**src/sv/ddo_pkg.sv**
```systemverilog
// ----------------------------------------------------------------------------
// ddo_pkg: shared types and constants for differential-drive odometry
// Command/status structures, register indexes, fixed-point constants and
// the CORDIC arctangent table.
// ----------------------------------------------------------------------------
package ddo_pkg;

    // CORDIC iteration count and pose fraction bits
    localparam int CORDIC_STEPS       = 16;
    localparam int POSE_FRACTION_BITS = 32;

    localparam int CORDIC_N   = (CORDIC_STEPS > 32) ? 32 : CORDIC_STEPS;
    localparam int CNT_W      = (CORDIC_N > 1) ? $clog2(CORDIC_N) : 1;
    localparam int STEP_SHIFT = 44 - POSE_FRACTION_BITS;
    localparam int POSE_LSB   = POSE_FRACTION_BITS - 16;

    localparam int ACC_W   = 48;
    localparam int CFG_W   = 32;
    localparam int CFG_IDX_W = 8;

    // register indexes
    localparam logic [CFG_IDX_W-1:0] REG_TRAVEL_SCALE = 8'd0;
    localparam logic [CFG_IDX_W-1:0] REG_TURN_SCALE   = 8'd1;

    localparam logic [31:0] TRAVEL_SCALE_RST = 32'd40779;
    localparam logic [31:0] TURN_SCALE_RST   = 32'd28845;

    localparam logic signed [31:0] CORDIC_GAIN_Q28 = 32'sd163008218;

    // wheel delta wrap limits
    localparam logic signed [17:0] DELTA_LIMIT = 18'sd32766;
    localparam logic signed [17:0] DELTA_WRAP  = 18'sd65533;

    // multiplier operand selection
    typedef enum logic [1:0] {
        MUL_DS = 2'd0,
        MUL_P  = 2'd1,
        MUL_HI = 2'd2,
        MUL_LO = 2'd3
    } mul_op_t;

    // controller to datapath
    typedef struct packed {
        logic    load;
        mul_op_t mul_op;
        logic    axis_y;
        logic    ds_capture;
        logic    mid_init;
        logic    rotate;
        logic    hold_capture;
        logic    acc_x;
        logic    acc_y;
        logic    out_write;
    } ddo_cmd_t;

    // datapath to controller
    typedef struct packed {
        logic primed;
        logic rotate_last;
    } ddo_status_t;

    // arctangent table, binary angle (2^32 per turn)
    function automatic logic [31:0] atan_entry(input logic [4:0] idx);
        logic [31:0] v;
        case (idx)
            5'd0:    v = 32'h2000_0000;
            5'd1:    v = 32'h12E4_051E;
            5'd2:    v = 32'h09FB_385B;
            5'd3:    v = 32'h0511_11D4;
            5'd4:    v = 32'h028B_0D43;
            5'd5:    v = 32'h0145_D7E1;
            5'd6:    v = 32'h00A2_F61E;
            5'd7:    v = 32'h0051_7C55;
            5'd8:    v = 32'h0028_BE53;
            5'd9:    v = 32'h0014_5F2F;
            5'd10:   v = 32'h000A_2F98;
            5'd11:   v = 32'h0005_17CC;
            5'd12:   v = 32'h0002_8BE6;
            5'd13:   v = 32'h0001_45F3;
            5'd14:   v = 32'h0000_A2FA;
            5'd15:   v = 32'h0000_517D;
            5'd16:   v = 32'h0000_28BE;
            5'd17:   v = 32'h0000_145F;
            5'd18:   v = 32'h0000_0A30;
            5'd19:   v = 32'h0000_0518;
            5'd20:   v = 32'h0000_028C;
            5'd21:   v = 32'h0000_0146;
            5'd22:   v = 32'h0000_00A3;
            5'd23:   v = 32'h0000_0051;
            5'd24:   v = 32'h0000_0029;
            5'd25:   v = 32'h0000_0014;
            5'd26:   v = 32'h0000_000A;
            5'd27:   v = 32'h0000_0005;
            5'd28:   v = 32'h0000_0003;
            5'd29:   v = 32'h0000_0001;
            5'd30:   v = 32'h0000_0001;
            default: v = 32'h0000_0000;
        endcase
        return v;
    endfunction

endpackage

```
**src/sv/ddo_ctrl.sv**
```systemverilog
// ----------------------------------------------------------------------------
// ddo_ctrl: odometry sequencer
// One-hot state machine stepping the datapath through multiply, CORDIC
// and accumulate phases, and owning the output valid flag.
// ----------------------------------------------------------------------------
module ddo_ctrl
    import ddo_pkg::*;
(
    input  logic        clk,
    input  logic        rst_n,
    input  logic        in_valid,
    output logic        in_stall,
    output logic        out_valid,
    input  logic        out_stall,
    input  ddo_status_t status,
    output ddo_cmd_t    cmd
);

    typedef enum logic [11:0] {
        ST_IDLE   = 12'b0000_0000_0001,
        ST_MUL_DS = 12'b0000_0000_0010,
        ST_MUL_P  = 12'b0000_0000_0100,
        ST_MID    = 12'b0000_0000_1000,
        ST_ROTATE = 12'b0000_0001_0000,
        ST_XH     = 12'b0000_0010_0000,
        ST_XL     = 12'b0000_0100_0000,
        ST_XA     = 12'b0000_1000_0000,
        ST_YH     = 12'b0001_0000_0000,
        ST_YL     = 12'b0010_0000_0000,
        ST_YA     = 12'b0100_0000_0000,
        ST_WRITE  = 12'b1000_0000_0000
    } state_t;

    state_t state_reg;
    state_t state_next;
    logic   out_valid_reg;
    logic   out_valid_next;
    logic   accept;
    logic   out_free;

    assign accept   = in_valid && (state_reg == ST_IDLE);
    assign out_free = !out_valid_reg || !out_stall;

    // next state and commands
    always_comb
    begin
        state_next = state_reg;
        cmd        = '0;
        cmd.mul_op = MUL_DS;
        case (state_reg)
            ST_IDLE:
            begin
                if (in_valid)
                begin
                    cmd.load   = 1'b1;
                    state_next = status.primed ? ST_MUL_DS : ST_WRITE;
                end
            end
            ST_MUL_DS:
            begin
                cmd.mul_op = MUL_DS;
                state_next = ST_MUL_P;
            end
            ST_MUL_P:
            begin
                cmd.mul_op     = MUL_P;
                cmd.ds_capture = 1'b1;
                state_next     = ST_MID;
            end
            ST_MID:
            begin
                cmd.mid_init = 1'b1;
                state_next   = ST_ROTATE;
            end
            ST_ROTATE:
            begin
                cmd.rotate = 1'b1;
                if (status.rotate_last)
                    state_next = ST_XH;
            end
            ST_XH:
            begin
                cmd.mul_op = MUL_HI;
                state_next = ST_XL;
            end
            ST_XL:
            begin
                cmd.mul_op       = MUL_LO;
                cmd.hold_capture = 1'b1;
                state_next       = ST_XA;
            end
            ST_XA:
            begin
                cmd.acc_x  = 1'b1;
                state_next = ST_YH;
            end
            ST_YH:
            begin
                cmd.mul_op = MUL_HI;
                cmd.axis_y = 1'b1;
                state_next = ST_YL;
            end
            ST_YL:
            begin
                cmd.mul_op       = MUL_LO;
                cmd.axis_y       = 1'b1;
                cmd.hold_capture = 1'b1;
                state_next       = ST_YA;
            end
            ST_YA:
            begin
                cmd.acc_y  = 1'b1;
                state_next = ST_WRITE;
            end
            ST_WRITE:
            begin
                if (out_free)
                begin
                    cmd.out_write = 1'b1;
                    state_next    = ST_IDLE;
                end
            end
            default:
            begin
                state_next = ST_IDLE;
            end
        endcase
    end

    // output valid flag
    always_comb
    begin
        out_valid_next = out_valid_reg;
        if (cmd.out_write)
            out_valid_next = 1'b1;
        else if (!out_stall)
            out_valid_next = 1'b0;
    end

    always_ff @(posedge clk or negedge rst_n)
    begin
        if (!rst_n)
        begin
            state_reg     <= ST_IDLE;
            out_valid_reg <= 1'b0;
        end
        else
        begin
            state_reg     <= state_next;
            out_valid_reg <= out_valid_next;
        end
    end

    assign in_stall  = (state_reg != ST_IDLE);
    assign out_valid = out_valid_reg;

    // a primed request goes straight into the multiply phase
    a_primed_start: assert property (@(posedge clk) disable iff (!rst_n)
        (accept && status.primed) |=> (state_reg == ST_MUL_DS))
        else $error("primed request did not start the multiply phase");

    // the rotation runs until the last step is flagged
    a_rotate_runs: assert property (@(posedge clk) disable iff (!rst_n)
        (state_reg == ST_ROTATE && !status.rotate_last) |=> (state_reg == ST_ROTATE))
        else $error("rotation left early");

    // a completed write raises valid and frees the input
    a_write_done: assert property (@(posedge clk) disable iff (!rst_n)
        (state_reg == ST_WRITE && out_free) |=> (out_valid_reg && state_reg == ST_IDLE))
        else $error("result write did not complete");

endmodule

```
**config.mk**
```make
export PLATFORM = sky130hd
export DESIGN_NAME = ddo_ctrl
export DESIGN_NICKNAME = d
export VERILOG_FILES = /design/src/sv/ddo_pkg.sv /design/src/sv/ddo_ctrl.sv
export SDC_FILE = /design/constraint.sdc
export NUM_CORES = 1
export LEC_CHECK = 0
export ABC_AREA = 1
export BUFFER_PORTS_ARGS = -buffer_cell sky130_fd_sc_hd__buf_4
export CORE_MARGIN = 1.5
export CORE_UTILIZATION = 53
export DETAILED_ROUTE_END_ITERATION = 10
export GPL_ROUTABILITY_DRIVEN = 0
export PLACE_DENSITY = 0.84
export SLEW_MARGIN = 20
export SYNTH_ARGS = -nofsm -noshare
export SYNTH_HDL_FRONTEND = slang
export SYNTH_SLANG_ARGS = --single-unit
```
**constraint.sdc**
```tcl
create_clock -name clk -period 1.79 [get_ports clk]
set_clock_uncertainty 0.15 [all_clocks]
set_input_delay 0 -clock clk [delete_from_list [all_inputs] [get_ports clk]]
set_output_delay 0 -clock clk [all_outputs]
set_load 0.02 [all_outputs]
```
# Yosys cells after proc, flatten, opt, wreduce, memory -nomap -nowiden
# Cells that the tools add are included.
dict set report classes {
  n_eq_ne 17
  mux 19
  reduce_logical 7
}
# op n
set ops {}
lappend ops {{$pmux W12 S12} 1}
lappend ops {{$mux W12} 4}
lappend ops {{$mux W1} 13}
lappend ops {{$eq A12 B1 Y1 const B} 1}
lappend ops {{$eq A12 B10 Y1 const B} 1}
lappend ops {{$eq A12 B11 Y1 const B} 1}
lappend ops {{$eq A12 B12 Y1 const B} 1}
lappend ops {{$eq A12 B2 Y1 const B} 1}
lappend ops {{$eq A12 B3 Y1 const B} 1}
lappend ops {{$eq A12 B4 Y1 const B} 1}
lappend ops {{$eq A12 B5 Y1 const B} 1}
lappend ops {{$eq A12 B6 Y1 const B} 1}
lappend ops {{$eq A12 B7 Y1 const B} 1}
lappend ops {{$eq A12 B8 Y1 const B} 1}
lappend ops {{$eq A12 B9 Y1 const B} 1}
lappend ops {{$ne A12 B1 Y1 const B} 1}
lappend ops {{$ne A2 B2 Y1 const B} 3}
lappend ops {{$pmux W2 S3} 1}
lappend ops {{$reduce_or A2 Y1} 3}
lappend ops {{$reduce_and A3 Y1} 1}
lappend ops {{$logic_not A1 Y1} 2}
lappend ops {{$ne A2 B1 Y1 const B} 1}
lappend ops {{$logic_or A1 B1 Y1} 1}
dict set report totals {
  ff_bits 13
  inputBits 6
  out_inout_bits 13
  wordCells 45
}

# Logic depth before layout (Yosys ltp)
dict set report depth {
  depth_word 5
  depth_mapped 8
  ltp_nobuf 8
}

# Worst setup path after synthesis
# OpenSTA, ideal clock, no wires.
dict set report synth_timing {
  path_type {register to register}
  start {register state_reg[0]}
  end {register state_reg[11]}
  setup_ns 0.116
  arrival_ns 1.189
  t_required_ns 1.524
  setup_slack_ns 0.334
  path_stages_with_launch 8
  n_path_buf 0
  synth_period_minus_slack_ns 1.456
  cell_sequence {dfstp_2 > inv_1 > nor3_2 > nand2_4 > nor2_4 > nor2_2 > nand2_1 > nand2_1}
}
dict set report synth_between {
  elab_chain_len 3
  elab_cells_between_ends 17
  cone_classes {eq/ne (15); mux (1); reduce/logical (1)}
}
# item line_no
set synth_lines {}
lappend synth_lines {{from (decl)} ddo_ctrl.sv:34} ;# state_t state_reg;
lappend synth_lines {{from (signal assigned)} ddo_ctrl.sv:149} ;# state_reg <= state_next;
lappend synth_lines {{$eq A12 B12 Y1, or another cell as far along} ddo_ctrl.sv:50} ;# case (state_reg)
lappend synth_lines {{$ne A2 B2 Y1 (no source line)} n/a}
lappend synth_lines {{$reduce_and A3 Y1 (no source line)} n/a}
# Several ways; a longest one is shown, not always the timed one.
# A chain may end at the register's enable or synchronous reset.

==> key figures <==
Outcome
  – Run status: finished, final reports clean

GRT
  – All-Layer GR Usage: approximately 23%
  – GR Overflow Total: 0
  – Initial antenna violation count: 0
  – Largest net degree at the start of global routing: 13
  – First-pass GRT wire length: between 3000 and 4000 microns
  – Vias in the first global route: just under 800

Logic synthesis
  – Cells after synthesis: about 120
  – Post-Syn Area: 912 sq um
  – Top cells by count, synth: inv_1, nand2_1, dfrtp_1, nor2_1
  – Number of flops mapped to enable cells by yosys: 0
  – Synth Net Count: 125
  – Sequential fraction of the synthesis area: approximately 36%
  – Top cell type's share of synthesized area: between 30 and 40%
  – Main flop type after synthesis: dfrtp_1
  – Yosys cell types: 18
  – Leading cell type by number of instances after synthesis: inv_1
  – Synth area leader: dfrtp_1
  – Avg Cell Area, Syn: between 7 and 8 sq um
  – Area contributors post-synth: dfrtp_1, inv_1, nand2_1, nor2_4, nand2_4
  – Post-synthesis register bit count: 13
  – Fraction of registers with async set/reset: 100%
  – YS warnings: 0

Detailed routing
  – Routed length per instance: ~12 microns
  – DRC: 0
  – Routed Antenna Nets: 0
  – Routed vias/inst: about 5
  – Routed WL: around 2000 microns
  – First-pass DRT Iterations: 7
  – Initial DRC Count: 20
  – Routed vias: 821

Place
  – Hpwl dp: between 1000 and 1500 microns
  – Inst Count DP: approximately 150
  – Dpl ws: approximately 0.28 ns
  – # port buffers: 18

Setup path
  – Crit start category: flip-flop
  – Worst path required time: approximately 1.6 ns
  – Reg2Reg Setup Slack: about 0.22 ns
  – FF-to-FF path depth: 9
  – Crit Path Max Fanout: 4
  – Worst r2r src: state_reg[7]
  – WS Path Type: reg2out
  – Setup crit end kind: output pin
  – Data arrival, critical path: 1.58 ns
  – Worst reg2reg path endpoint: state_reg[11]

Cells and area
  – P&R area growth vs syn: 29.9%
  – Reg area: 327 sq um
  – Number of antenna diodes: 0
  – Filler Cells Inserted: about 110
  – Finished Layout Cells: 165
  – Max FFs per register: 12
  – Area occupied by multi-input gates: 477 sq um
  – Share of cells above drive strength 1: ~37%
  – Nets: between 150 and 200

Floorplanning
  – Site Rows: 14
  – Die Height: roughly 44 microns
  – Die Area: 0.00198 sq mm
  – IO Pins: 19
  – Core box area: ~0.0016 sq mm
  – DIE WIDTH: about 44 microns
  – Initial Utilization: roughly three fifths

Clock network
  – CTS tree: done
  – Clock net sink count: 13
  – Reg clk slew, reported paths: roughly 0.080 ns
  – Num CTS Buffers: 3
  – CTS root buffer: clkbuf_4
  – CTS HTree Levels: 1
  – Maximum clock path buffer count: 2
  – Clock latency on the worst-skew pair: just under 0.3 ns

Power and ir drop
  – VDD IR max: approximately 0.78 mV
  – PwrDens: between 1000 and 1500 mW/mm^2
  – Total power: roughly 1.4 mW
  – Leak: between 0.7 and 0.8 nW

STA
  – Max Clock Freq: 578 MHz
  – Max transition margin: around three fifths
  – Final worst setup slack: roughly 0.060 ns
  – Final period util: 96.7%
  – Final setup TNS: 0 ns
  – Slew @ Worst Pin: between 0.5 and 0.6 ns
  – Tmin final: approximately 1.7 ns
  – Final Hold Viols: 0
  – RSZ-0062 raised after global routing: no
  – Max Transition Viols Final: 0
  – Count of final setup violators: 0

Flow run
  – Max Cap Violations: 0

Worst hold path
  – Worst hold path class: in2async
## per-stage QoR
stage          cell area [sq um]  hold slack [ns]  utilization, %
2_1_floorplan                912           -0.446               -
3_3_place_gp                1060           -0.298            68.0
3_5_place_dp                1060           -0.295            68.0
4_1_cts                     1150           0.0374            73.5
5_1_grt                     1180           0.0508            76.0
6_report                    1180           0.0357            76.0
## report_power, final
group,total (mW),switching (mW),internal (mW)
combinational,0.785,0.473,0.312
sequential,0.384,0.0387,0.345
clock,0.198,0.111,0.0868
total,1.37,0.623,0.744
## worst max-delay path by stage
stage | startpoint | endpoint | slack (ns) | cells past startpoint
global placement | state_reg[0] | state_reg[11] | 0.36 | 7
floorplan | state_reg[0] | state_reg[11] | 0.33 | 7
CTS | state_reg[2] | cmd[9] | 0.06 | 8
detailed placement | state_reg[0] | state_reg[11] | 0.28 | 7
global route | state_reg[7] | cmd[9] | 0.002 | 8
finish | state_reg[0] | cmd[9] | 0.06 | 8
## cell families after synthesis
family	Yosys count	synth area share, %
and+or+nand+nor	73	49.7
AOI/OAI and AO/OA	4	2.19
DFF	13	35.8
buffers and inverters	29	12.3
## cells in the final DEF (no fill, tap or decap)
cell	count
inv_1	26
nand2_1	25
buf_4	20
nor2_1	12
dfrtp_1	12
nand2_2	6
nor2_4	6
dlygate4sd3_1	6
nand2_4	5
nor3_1	5
nor2_2	4
nand3_1	4
o21ai_1	3
clkbuf_4	3
nor2_8	2
inv_2	2
nand3_2	2
nor3_2	1
o21ai_2	1
nor3b_2	1
clkbuf_1	1
buf_12	1
dfstp_2	1
## critical path: stages, from the launching register on
cell     delay, ns
dfstp_2       0.55
nor2_2        0.05
nand2_4       0.11
inv_1         0.06
nand2_2       0.10
o21ai_2       0.06
nor2_2        0.15
inv_1         0.06
buf_4         0.15
## timing repair
action                                  4_1_cts  5_1_grt
hold buffers                                  6        0
endpoints found under the setup margin        0        1
hold endpoints to repair                     19        0
resized for setup                             0        1
setup buffers                                 0        3
## routing by layer
metal / global-route usage (%) / wire length (microns)
met1: 25.3 / 833
met2: 41.4 / 1020
met3: 4.08 / 98
met4: 10.9 / 36
met5: 0 / 0
## final cells by class
class | count | area share [%]
flip-flops and latches | 13 | 27.6
well taps | 16 | 1.69
multi-input cells | 77 | 40.2
repair buffers | 27 | 19.4
inverters | 28 | 8.87
clock buffers | 4 | 2.22
Note: power is estimated with default switching activity, not from simulation.
